## src/sv/cmc_pkg.sv

```systemverilog
// Shared types and constants for the coil map combine block.
package cmc_pkg;

    localparam int ACC_W   = 40;
    localparam int VOXIDX_W = 16;
    localparam int CFG_W   = 17;

    typedef enum logic [0:0] {
        CFG_VOXEL_COUNT   = 1'b0,
        CFG_CHANNEL_COUNT = 1'b1
    } t_cfg_idx;

    typedef struct packed {
        logic first;
        logic last_cha;
        logic last_vox;
    } t_flags;

    typedef struct packed {
        logic signed [ACC_W-1:0]  sum_real;
        logic signed [ACC_W-1:0]  sum_imag;
        logic [VOXIDX_W-1:0]      voxel_index;
        logic                     frame_last;
    } t_result;

endpackage

```

## src/sv/cmc_ctrl.sv

```systemverilog
// Configuration registers and voxel/channel position counters.
module cmc_ctrl
    import cmc_pkg::*;
#(
    parameter int MAX_VOXELS   = 65536,
    parameter int MAX_CHANNELS = 64,
    localparam int VW = (MAX_VOXELS > 1) ? $clog2(MAX_VOXELS) : 1,
    localparam int CW = (MAX_CHANNELS > 1) ? $clog2(MAX_CHANNELS) : 1
) (
    input  logic            i_clk,
    input  logic            i_rst_n,
    input  logic            i_cfg_we,
    input  logic [0:0]      i_cfg_index,
    input  logic [CFG_W-1:0] i_cfg_data,
    input  logic            i_accept,
    output logic [VW-1:0]   o_idx,
    output t_flags          o_flags
);

    logic [VW-1:0] r_vox_lim;
    logic [CW-1:0] r_cha_lim;
    logic [VW-1:0] r_vox_cnt, n_vox_cnt;
    logic [CW-1:0] r_cha_cnt, n_cha_cnt;
    logic [31:0]   vox_val;
    logic [31:0]   cha_val;
    logic [31:0]   vox_lim32;
    logic [31:0]   cha_lim32;
    logic          last_vox;
    logic          last_cha;

    // clamp the written count to its range and keep count minus one
    always_comb begin
        vox_val = 32'(i_cfg_data);
        cha_val = 32'(i_cfg_data[6:0]);
        if (vox_val == 32'd0) begin
            vox_lim32 = 32'd0;
        end else if (vox_val > 32'(MAX_VOXELS)) begin
            vox_lim32 = 32'(MAX_VOXELS - 1);
        end else begin
            vox_lim32 = vox_val - 32'd1;
        end
        if (cha_val == 32'd0) begin
            cha_lim32 = 32'd0;
        end else if (cha_val > 32'(MAX_CHANNELS)) begin
            cha_lim32 = 32'(MAX_CHANNELS - 1);
        end else begin
            cha_lim32 = cha_val - 32'd1;
        end
    end

    always_ff @(posedge i_clk) begin
        if (!i_rst_n) begin
            r_vox_lim <= '0;
            r_cha_lim <= '0;
        end else if (i_cfg_we) begin
            unique case (t_cfg_idx'(i_cfg_index))
                CFG_VOXEL_COUNT:   r_vox_lim <= vox_lim32[VW-1:0];
                CFG_CHANNEL_COUNT: r_cha_lim <= cha_lim32[CW-1:0];
                default: ;
            endcase
        end
    end

    assign last_vox = (r_vox_cnt >= r_vox_lim);
    assign last_cha = (r_cha_cnt >= r_cha_lim);

    always_comb begin
        n_vox_cnt = r_vox_cnt;
        n_cha_cnt = r_cha_cnt;
        if (i_accept) begin
            if (last_vox) begin
                n_vox_cnt = '0;
                n_cha_cnt = last_cha ? '0 : r_cha_cnt + CW'(1);
            end else begin
                n_vox_cnt = r_vox_cnt + VW'(1);
            end
        end
    end

    always_ff @(posedge i_clk) begin
        if (!i_rst_n) begin
            r_vox_cnt <= '0;
            r_cha_cnt <= '0;
        end else begin
            r_vox_cnt <= n_vox_cnt;
            r_cha_cnt <= n_cha_cnt;
        end
    end

    assign o_idx            = r_vox_cnt;
    assign o_flags.first    = (r_cha_cnt == '0);
    assign o_flags.last_cha = last_cha;
    assign o_flags.last_vox = last_vox;

endmodule

```

## config.mk

```make
export PLATFORM = sky130hd
export DESIGN_NAME = cmc_ctrl
export DESIGN_NICKNAME = d
export VERILOG_FILES = /design/src/sv/cmc_pkg.sv /design/src/sv/cmc_ctrl.sv
export SDC_FILE = /design/constraint.sdc
export NUM_CORES = 1
export LEC_CHECK = 0
export BUFFER_PORTS_ARGS = -buffer_cell sky130_fd_sc_hd__buf_2
export CAP_MARGIN = 20
export CORE_UTILIZATION = 25
export CTS_CLUSTER_DIAMETER = 50
export DETAILED_ROUTE_END_ITERATION = 8
export GPL_TIMING_DRIVEN = 0
export SYNTH_ARGS = -nofsm -noshare
export SYNTH_HDL_FRONTEND = slang
export SYNTH_SLANG_ARGS = --single-unit
```

## constraint.sdc

```tcl
create_clock -name i_clk -period 6.4 [get_ports i_clk]
set_input_delay 1.28 -clock i_clk [delete_from_list [all_inputs] [get_ports i_clk]]
set_output_delay 1.28 -clock i_clk [all_outputs]
set_load 0.02 [all_outputs]
```

==> flow_metrics.py <==
metrics = {
    "outcome": {
        "status": "complete, no violations",
    },
    "detailed_routing": {
        "drt_iter0_markers": 134,
        "vias": 2479,
        "first_pass_iters": 4,
        "vias_per_cell": 4.70,
        "wire_per_inst_um": 12.7,
        "post-route-drc-count": 0,
        "wl_um": 6720,
        "ant_nets": 0,
    },
    "synth": {
        "syn-num-nets": 390,
        "syn_area_per_cell_um2": 8.20,
        "synth-seq-area-share_pct": 31.5,
        "synthFlopType": "dfxtp_1",
        "ys.warnings.count": 0,
        "synth_seq_cells": 44,
        "synthesis.area_um2": 2800,
        "synth_cells": 341,
        "synth-async-reset-ratio_pct": 0,
        "synthDistinctLibCells": 50,
        "synth_edf_count": 0,
    },
    "clock_tree": {
        "cts_tree": "done",
        "clock_latency_ns": 0.30,
        "cts_buffers": 5,
        "clk_path_buf_depth": 2,
        "postCtsHoldBufs": 0,
        "cts_resized": 0,
        "post_cts_buffers": 0,
        "cts_max_level": 2,
        "path_clk_slew_ns": 0.08,
        "cts.sinks": 44,
        "root_buffer": "clkbuf_8",
    },
    "power": {
        "clkPwrFrac_pct": 37.3,
        "power.net_switching_mw": 0.166,
        "ir_worst_vdd_mv": 0.0665,
        "p_seq_share_pct": 46.3,
        "pwr_density_cell_nw_per_um2": 190,
        "comb_power_share_pct": 16.4,
        "p_leak_nw": 1.38,
        "p_sw_share_pct": 26.4,
        "p_int_mw": 0.462,
    },
    "timing": {
        "skew_ns": 0.00254,
        "timing.fmax_mhz": 248,
        "slew_headroom_pct": 59.1,
        "fin_crit_ns": 4.03,
        "rsz0062_at_grt": "false",
        "finalSetupViolations": 0,
        "tightestPinTransition_ns": 0.609,
        "finalCritPeriodShare_pct": 63.0,
        "fin_tns_setup_ns": 0,
        "hold_viol": 0,
        "slew_violations": 0,
        "hold_slack_ns": 0.475,
    },
    "floorplan": {
        "core.rowCount": 38,
        "die_area_um2": 11600,
        "start_util_pct": 25.7,
        "io_pins": 41,
        "fp.coreArea_um2": 10900,
        "fp.dieH_um": 108,
        "dieWidth_um": 108,
    },
    "worst_hold_path": {
        "min_to": "r_cha_lim[5]",
        "hold_path_class": "reg -> reg",
        "holdPathStages": 2,
        "hold_start": "r_cha_lim[5]",
    },
    "place": {
        "dp_hpwl_um": 5350,
        "io_buffers": 39,
        "place.gp.congestion": 0.780,
    },
    "grt": {
        "grt_pass1_vias": 2303,
        "grt_pass1_wl_um": 11200,
        "grt-ovfl-total": 0,
        "antenna_found_initial": 0,
        "grt_use_total_pct": 12.1,
        "grt_max_degree": 14,
    },
    "final_layout": {
        "fin_util_pct": 30.3,
        "drive_above_1_share_pct": 14.7,
        "final_common_cell": "dfxtp_1",
        "diodes": 0,
        "syn_to_final_growth_pct": 17.8,
        "fin_nets": 436,
        "layout_common_cells": "44 x dfxtp_1, 40 x buf_2, 32 x nor2_1, 28 x inv_1",
    },
    "setup_path": {
        "slowest_delay_ns": 0.59,
        "r2r_setup_slack_ns": 3.84,
        "cp.required_ns": 5.12,
        "critPathTopFamily": "compound AO/OA/AOI/OAI gates",
        "worst-path-max-fanout": 9,
        "r2r-end": "o_idx[9]",
        "cp_cell_sequence": "ha_1, a211o_1, a31oi_1, o21ai_1, a2111oi_4, inv_2, buf_4, buf_2",
        "reg2reg_depth": 8,
        "start_kind": "flip-flop",
        "crit_slowest_cell": "a2111oi_4",
        "cp.arrival_ns": 2.75,
        "r2r-start": "o_idx[2]",
        "cp-end-kind": "primary output",
        "worstPathBufferInverterCount": 3,
        "crit_type": "reg -> out",
    },
    "run": {
        "drv_cap": 0,
    },
}
metal layers:
layer / vias up / wire [um] / share of wire (%) / track usage (%)
li1: 1304 / - / - / -
met1: 1113 / 3400 / 51 / 17.2
met2: 56 / 2940 / 44 / 18.6
met3: 6 / 293 / 4.4 / 2.06
met4: 0 / 83 / 1.2 / 3.52
met5: - / 0 / 0 / 0
sequential cells by signal (all words and copies together), names as in the netlist:
register	cells
o_idx	16
r_cha_cnt	6
r_cha_lim	6
r_vox_lim	16
power groups by stage:
| stage | Combinational [mW] | Clock, mW | Sequential (mW) |
|---|---|---|---|
| after floorplan | 0.0684 | 0 | 0.297 |
| after global placement | 0.0994 | 0 | 0.297 |
| after detailed placement | 0.103 | 0 | 0.297 |
| after CTS | 0.103 | 0.239 | 0.290 |
| after global routing | 0.116 | 0.253 | 0.292 |
| final | 0.103 | 0.234 | 0.290 |
cell usage after synthesis, types with 5 or more instances:
| cell type | n | area (um2) |
|---|---|---|
| dfxtp_1 | 44 | 881 |
| ha_1 | 27 | 338 |
| and3_1 | 7 | 43.8 |
| xnor2_1 | 17 | 149 |
| a21oi_1 | 27 | 135 |
| nand3_1 | 11 | 55.1 |
| or3_1 | 8 | 50.1 |
| inv_1 | 28 | 105 |
| nor2_1 | 32 | 120 |
| nand2_1 | 18 | 67.6 |
| o21ai_0 | 23 | 115 |
| a221oi_1 | 8 | 70.1 |
| clkbuf_1 | 11 | 41.3 |
| xor2_1 | 11 | 96.3 |
| nand4_1 | 7 | 43.8 |
| nor3_1 | 5 | 25.0 |
metrics by stage:
stage / instances / setup WS [ns] / cell area [um2] / power, mW
2_1_floorplan: 341 / 2.99 / 2800 / 0.365
3_3_place_gp: 520 / 2.74 / 3170 / 0.396
3_5_place_dp: 520 / 2.71 / 3170 / 0.400
4_1_cts: 528 / 2.39 / 3290 / 0.633
5_1_grt: 528 / 2.21 / 3290 / 0.661
6_report: 528 / 2.37 / 3290 / 0.627
kinds of logic after synthesis:
family	share of synthesized area, %
AND/OR/NAND/NOR	19.1
AO/OA/AOI/OAI	21.6
buffers and inverters	6.22
flip-flops	31.5
adder cells (fa/ha/maj)	12.8
XOR/XNOR	8.77
worst min-delay path: stages (launching register included):
cell and delay [ns]:
dfxtp_1 0.32, nand2_1 0.06, a21oi_1 0.05
layout make-up:
type,count,area [um2]
Fill cell,1157,7590
Multi-Input combinational cell,253,1740
Sequential cell,44,881
Timing Repair Buffer,39,195
Tap cell,140,175
Inverter,30,113
Clock buffer,7,96.3
Buffer,14,61.3
Clock inverter,1,30.0
how the worst max path moves through the flow:
stage             start    endpoint  slack [ns]  cells after the start
4_1_cts        o_idx[2]  o_flags[0]        2.39                      8
2_1_floorplan  o_idx[6]  o_flags[0]        2.99                      7
5_1_grt        o_idx[2]  o_flags[0]        2.21                      8
3_5_place_dp   o_idx[2]  o_flags[0]        2.71                      8
6_report       o_idx[2]  o_flags[0]        2.37                      8
3_3_place_gp   o_idx[2]  o_flags[0]        2.74                      8
(Power assumes the default switching activity.)
