### config.mk
export PLATFORM = sky130hd
export DESIGN_NAME = cmc_out
export DESIGN_NICKNAME = d
export VERILOG_FILES = /design/src/sv/cmc_pkg.sv /design/src/sv/cmc_out.sv
export SDC_FILE = /design/constraint.sdc
export NUM_CORES = 1
export LEC_CHECK = 0
export CORE_MARGIN = 10
export CORE_UTILIZATION = 42
export CTS_CLUSTER_DIAMETER = 150
export DETAILED_ROUTE_END_ITERATION = 10
export DONT_BUFFER_PORTS = 1
export PLACE_DENSITY = 0.67
export RECOVER_POWER = 100
export SKIP_LAST_GASP = 1
export SYNTH_ARGS = -nofsm -noshare
export SYNTH_HDL_FRONTEND = slang
export SYNTH_SLANG_ARGS = --single-unit
### constraint.sdc
create_clock -name i_clk -period 5.9 [get_ports i_clk]
set_input_delay 1.77 -clock i_clk [delete_from_list [all_inputs] [get_ports i_clk]]
set_output_delay 1.77 -clock i_clk [all_outputs]
set_load 0.03 [all_outputs]
### src/sv/cmc_pkg.sv
// Shared types and constants for the coil map combine block.
package cmc_pkg;

    localparam int ACC_W   = 40;
    localparam int VOXIDX_W = 16;
    localparam int CFG_W   = 17;

    typedef enum logic [0:0] {
        CFG_VOXEL_COUNT   = 1'b0,
        CFG_CHANNEL_COUNT = 1'b1
    } t_cfg_idx;

    typedef struct packed {
        logic first;
        logic last_cha;
        logic last_vox;
    } t_flags;

    typedef struct packed {
        logic signed [ACC_W-1:0]  sum_real;
        logic signed [ACC_W-1:0]  sum_imag;
        logic [VOXIDX_W-1:0]      voxel_index;
        logic                     frame_last;
    } t_result;

endpackage

### src/sv/cmc_out.sv
// Output register with a one-entry skid stage.
module cmc_out
    import cmc_pkg::*;
(
    input  logic    i_clk,
    input  logic    i_rst_n,
    input  logic    i_res_valid,
    input  t_result i_res,
    input  logic    i_stall,
    output logic    o_valid,
    output t_result o_res,
    output logic    o_busy
);

    logic    r_out_valid, n_out_valid;
    logic    r_skid_valid, n_skid_valid;
    t_result r_out, n_out;
    t_result r_skid, n_skid;
    logic    take;

    always_comb begin
        take         = !r_out_valid || !i_stall;
        n_out_valid  = r_out_valid;
        n_skid_valid = r_skid_valid;
        n_out        = r_out;
        n_skid       = r_skid;
        if (take) begin
            if (r_skid_valid) begin
                n_out        = r_skid;
                n_skid_valid = i_res_valid;
                n_skid       = i_res;
            end else begin
                n_out_valid = i_res_valid;
                n_out       = i_res;
            end
        end else if (i_res_valid) begin
            // hold the head, park the new result
            n_skid_valid = 1'b1;
            n_skid       = i_res;
        end
    end

    always_ff @(posedge i_clk) begin
        if (!i_rst_n) begin
            r_out_valid  <= 1'b0;
            r_skid_valid <= 1'b0;
        end else begin
            r_out_valid  <= n_out_valid;
            r_skid_valid <= n_skid_valid;
        end
    end

    always_ff @(posedge i_clk) begin
        r_out  <= n_out;
        r_skid <= n_skid;
    end

    assign o_valid = r_out_valid;
    assign o_res   = r_out;
    assign o_busy  = r_skid_valid || (r_out_valid && i_res_valid && i_stall);

endmodule

==> results by group, run 1 <==
Status
  • Status: complete, but fails checks
  • Failing checks: capacitance limit, slew limit

Placed design
  • Placement Setup Slack: a little over 2 ns
  • Gpl congestion: 0.6825
  • Placed Cells: around 530
  • Port Buf Inserts: 0
  • DP HPWL: 9495 um

Logic synthesis
  • Netlist cell types: 13
  • Mapped Area: ~7000 um^2
  • Post-synth top flop: edfxtp_1
  • Synth top area cells: edfxtp_1 (82%), mux2_1 (12%), mux2_2 (3.5%), buf_6 (1.4%), dfxtp_1 (0.56%)
  • Async SR Flop Fraction: 0%
  • Post-synthesis sequential area ratio: 82.25%
  • Cells after Synth: approximately 310
  • Flop and latch count out of synthesis: just under 200
  • Syn_area_per_cell: 22.71 um^2
  • EDFF count, synth: ~190
  • Synth top area share: 81.68%
  • Synth cell count leaders: edfxtp_1 (194), mux2_1 (76), mux2_2 (22)
  • Ys Warns: 0
  • Syn nets: 415
  • Most frequent cell after synthesis: edfxtp_1
  • Area leader, netlist: edfxtp_1

Critical path
  • Max incr delay on CP: 1.52 ns
  • Critical path class: in -> reg
  • R2r setup slk: approximately 1.7 ns
  • Crit Path Max Fanout: 74
  • Family with the most delay on the worst path: buffers and inverters
  • Buf+Inv Stages, Crit Path: 1
  • Element type at the critical path end: register
  • CP max stage cell: clkbuf_2
  • CP Cell Sequence: nand2_1 > clkbuf_2
  • Worst Path Arrival: approximately 4.3 ns
  • CP required: 5.90 ns
  • Critical Path Start Type: input port

Power
  • P_leak: 2.576 nW
  • Worst vdd ir: 0.1930 mV
  • Pwr Density: 371.8 nW/um^2

Routing
  • Vias per inst: roughly 5.2
  • # DRC: 0
  • Number of routed nets with antenna violations: 0
  • Initial DRC Count: 184
  • First-pass detailed-route iteration total: 4
  • Vias: 2886
  • Total wire length: 13870 um
  • Routed len/inst: roughly 25 um

STA
  • Final worst path period share: 72.45%
  • Setup Skew: about 0.0094 ns
  • Post-route minimum period: 4.275 ns
  • Final setup viols: 0
  • Peak Freq: 233.9 MHz
  • Slew margin rel.: -157.5%
  • Setup TNS: 0 ns
  • Final hold slack: 0.5288 ns
  • Final WS setup: 1.625 ns
  • Slew @ Worst Pin: 3.862 ns
  • Unrepaired setup endpoints after global routing: no
  • Endpoints failing hold: 0
  • Max-slew violations: 147

Floorplanning
  • Die W: 150.3 um
  • Core Rows: 47
  • Initial core utilization: 42.85%
  • DIE HEIGHT: 150.3 um
  • Core footprint: 16640 um^2
  • IO Count: 200
  • Die Area: 22590 um^2

GRT
  • First-pass GRT wire length: 20330 um
  • Vias in the first global route: 3124
  • Total GRT Usage: 12.19%
  • Congestion Overflow GR: 0
  • Largest net degree at the start of global routing: 75
  • Initial antenna violation count: 0

Flow run
  • Max_cap viols: 2

Clocking
  • Setup repair bufs after CTS: 0
  • TritonCTS clock tree: done
  • Bufs on Longest Clock Path: 2
  • Post-CTS sizing: 0
  • Clk_lat worst skew: 0.42 ns
  • Root Driver: clkbuf_16
  • CTS buffer count: 17
  • Worst-path clk slew: 0.06 ns
  • Clock Sinks: 196
  • # hold bufs at CTS: 0
  • H-tree lvl count: 4

Hold path
  • Worst min path class: reg -> reg

Layout
  • Proportion of layout cells with a drive suffix above 1: 14.24%
  • Net count, final: 426
  • Fin util: 47.15%
  • Post-Layout Cell Count: 557
  • Antenna Cells: 0
  • Area Overhead vs Synth: 10.02%
worst paths after layout:
path / start / end / cells after the start
hold reg to reg: r_skid[63] / o_res[63] / 1
hold / removal: r_skid[63] / o_res[63] / 1
setup reg to reg: r_skid_valid / o_res[2] / 2
setup / recovery: i_stall / o_res[31] / 2
flip-flops by register name, indices dropped and copies added (netlist names):
signal	flops
o_res	97
r_skid_valid	1
r_skid	97
o_valid	1
through the flow:
| step | power [W] | area, um^2 |
|---|---|---|
| 6_report | 0.002917 | 7846 |
| 5_1_grt | 0.003022 | 7846 |
| 4_1_cts | 0.002956 | 7860 |
| 3_5_place_dp | 0.001902 | 7333 |
| 3_3_place_gp | 0.001895 | 7333 |
| 2_1_floorplan | 0.001865 | 7134 |
power by group:
part	switching (W)	internal, W	leakage, nW
logic	0.0000453	0.0000328	0.407
clock network	0.000471	0.000579	0.257
registers	0.000153	0.00164	1.91
metal layers:
metal / GRT usage (%) / wire length, um
met5: 0 / 0
met3: 7.833 / 1824
met4: 5.296 / 280
met2: 18.08 / 6468
met1: 13.60 / 5295
cell families (layout without fill, tap and decap cells):
kind of cell    Yosys count  in the layout  share of synthesized area, %
simple gates              4              4                        0.2809
buf+inv                  11             34                         1.561
flops                   196            196                         82.25
mux                      98             98                         15.47
compound gates            5              5                        0.4386
cells in the final DEF, fill, tap and decap left out, drive strengths merged, types with 2 or more instances in the layout:
cell | Yosys | final
edfxtp | 194 | 194
dfxtp | 2 | 2
clkinv | 0 | 7
nand2 | 2 | 2
clkbuf | 0 | 24
mux2 | 98 | 98
o21ai | 2 | 2
cell type report:
class / instances / area [um^2]
repair buffers: 3 / 16.27
multi-input cells: 107 / 1159
fillers: 1396 / 8796
well taps: 220 / 275.3
flip-flops and latches: 196 / 5869
clock buffers: 22 / 444.2
clock inverters: 9 / 82.58
No activity file was read; power rests on OpenSTA's default activity.
==> run 2: changes to the inputs <==
- clock period: 5.9 -> 3.7 ns (I/O delays scaled with it)
==> results by group, run 2 (synthesized netlist as in run 1, its figures left out) <==
STA
  • Post-route minimum period: slightly below 3 ns
  • Max-slew violations: 60 (-59%)
  • Slew @ Worst Pin: 1.553 ns (-2.309 ns)
  • Slew margin rel.: -3.542% (+150 points)
  • Final setup viols: 0 (unchanged)
  • Final worst path period share: 77.86%
  • Peak Freq: 347.1 MHz
  • Setup Skew: 0.009583 ns (+0.0001636 ns)
  • Final WS setup: 0.8193 ns (-0.8059 ns)
  • Endpoints failing hold: 0 (unchanged)
  • Unrepaired setup endpoints after global routing: no
  • Setup TNS: 0 ns (unchanged)

Critical path
  • CP required: 3.75 ns (-2.15 ns)
  • Reg2reg path depth: 3 (+1)
  • R2r endpoint: r_skid[56]
  • Element type at the critical path end: register
  • Critical Path Start Type: input port
  • Worst Path Arrival: 2.93 ns (-1.34 ns)
  • Crit Path Max Fanout: 25 (-66%)
  • FF-to-FF Start: o_valid
  • Critical path class: in -> reg
  • R2r setup slk: 0.82 ns (-0.85 ns)

Clocking
  • Worst-path clk slew: 0.07 ns (about the same)
  • Post-CTS sizing: 0 (unchanged)
  • # hold bufs at CTS: 0 (unchanged)
  • Setup repair bufs after CTS: 0 (unchanged)
  • TritonCTS clock tree: done
  • Clock Sinks: 196 (unchanged)
  • Root Driver: clkbuf_16
  • Clk_lat worst skew: 0.42 ns (about the same)
  • CTS buffer count: 17 (unchanged)
  • H-tree lvl count: 4 (unchanged)
  • Bufs on Longest Clock Path: 2 (unchanged)

Floorplanning
  • Core footprint: 16640 um^2 (unchanged)
  • DIE HEIGHT: 150.3 um (unchanged)
  • Core Rows: 47 (unchanged)
  • Die Area: 22590 um^2 (unchanged)
  • Die W: 150.3 um (unchanged)
  • Initial core utilization: 42.85% (unchanged)
  • IO Count: 200 (unchanged)

Routing
  • # DRC: 0 (unchanged)
  • Total wire length: 13850 um (-0.11%)
  • Vias per inst: 5.186 (about the same)
  • Initial DRC Count: 146 (-21%)
  • First-pass detailed-route iteration total: 4 (unchanged)
  • Number of routed nets with antenna violations: 0 (unchanged)
  • Vias: 2899 (+0.45%)
  • Routed len/inst: 24.78 um (-0.47%)

Power
  • Power share of the combinational group: 2.6% (about the same)
  • Sequential power share: 60.5% (-0.9 points)
  • P_leak: 2.590 nW (+0.55%)
  • Pwr Density: 597.6 nW/um^2 (+61%)
  • Switch Pwr: 0.001070 W (+60%)
  • Int Pwr: 0.003644 W (+62%)
  • Worst vdd ir: 0.2922 mV (+51%)
  • Clk pwr share: 36.9% (+0.9 points)
  • Switching share of power: 22.70% (-0.23 points)

GRT
  • Largest net degree at the start of global routing: 60 (-20%)
  • Total GRT Usage: 11.93% (-0.25 points)
  • First-pass GRT wire length: 20000 um (-1.6%)
  • Initial antenna violation count: 0 (unchanged)
  • Congestion Overflow GR: 0 (unchanged)
  • Vias in the first global route: 3121 (-0.096%)

Layout
  • Net count, final: 428 (+0.47%)
  • Post-Layout Cell Count: 559 (+0.36%)
  • Commonest non-fill, non-tap cell in the layout: edfxtp_1
  • Antenna Cells: 0 (unchanged)
  • Most frequent cells in the layout: edfxtp_1 (194), mux2_1 (77), mux2_2 (21), clkbuf_16 (17)
  • Proportion of layout cells with a drive suffix above 1: 15.04% (+0.80 points)
  • Area Overhead vs Synth: 10.61%

Hold path
  • Worst min path class: reg -> reg
  • WHS Endpoint: o_res[21]
  • Hold Path Stages: 1 (unchanged)
  • Worst hold start: r_skid[21]

Placed design
  • DP HPWL: 9439 um (-0.58%)
  • Placed Cells: 528 (+0.38%)
  • Placement Setup Slack: 1.178 ns (-0.8439 ns)
  • Gpl congestion: 0.7110 (+4.2%)
  • Port Buf Inserts: 0 (unchanged)

Flow run
  • Max_cap viols: 1 (-1)

Status
  • Failing checks: capacitance limit, slew limit
  • Status: complete, but fails checks
[run 2: layout make-up]
class	count	area [um^2]
Tap cell	220	275.3
Clock inverter	11	112.6
Timing Repair Buffer	5	40.04
Sequential cell	196	5869
Clock buffer	20	436.7
Multi-Input combinational cell	107	1155
Fill cell	1377	8753
[run 2: metrics by stage]
step	power, W	hold slack [ns]	utilization, %	instance area (um^2)
after global routing	0.004881	0.5474	47.40	7889
after CTS	0.004783	0.5361	47.53	7910
after detailed placement	0.003032	0.5175	44.23	7361
after global placement	0.003023	0.5133	44.23	7361
final	0.004714	0.5329	47.40	7889
after floorplan	0.002972	0.5083	-	7139
[run 2: worst max path at each step]
stage / end / slack (ns) / start
3_3_place_gp: o_busy / 1.18 / i_stall
5_1_grt: r_skid[22] / 0.63 / r_skid_valid
6_report: r_skid[56] / 0.82 / i_stall
3_5_place_dp: o_busy / 1.18 / i_stall
2_1_floorplan: r_skid[0] / 0.04 / i_stall
4_1_cts: o_busy / 1.06 / r_skid_valid
[run 2: per-layer routing]
layer	track usage, %	up-vias	part of all wire [%]
met3	6.903	15	12
met2	18.72	127	50
met5	0	-	0
met1	12.86	1479	37
met4	5.345	0	1.5
li1	-	1278	-
[run 2: worst max-delay path, cell delays in order]
cell and delay (ns):
nand2_1 0.07, mux2_1 1.08, clkbuf_2 0.64
[run 2: power by group through the flow]
stage	Clock [W]	Combinational [W]	Sequential, W
2_1_floorplan	0	0.000106	0.00287
3_5_place_dp	0	0.000128	0.00290
5_1_grt	0.00188	0.000140	0.00287
3_3_place_gp	0	0.000122	0.00290
6_report	0.00174	0.000124	0.00285
4_1_cts	0.00180	0.000129	0.00286
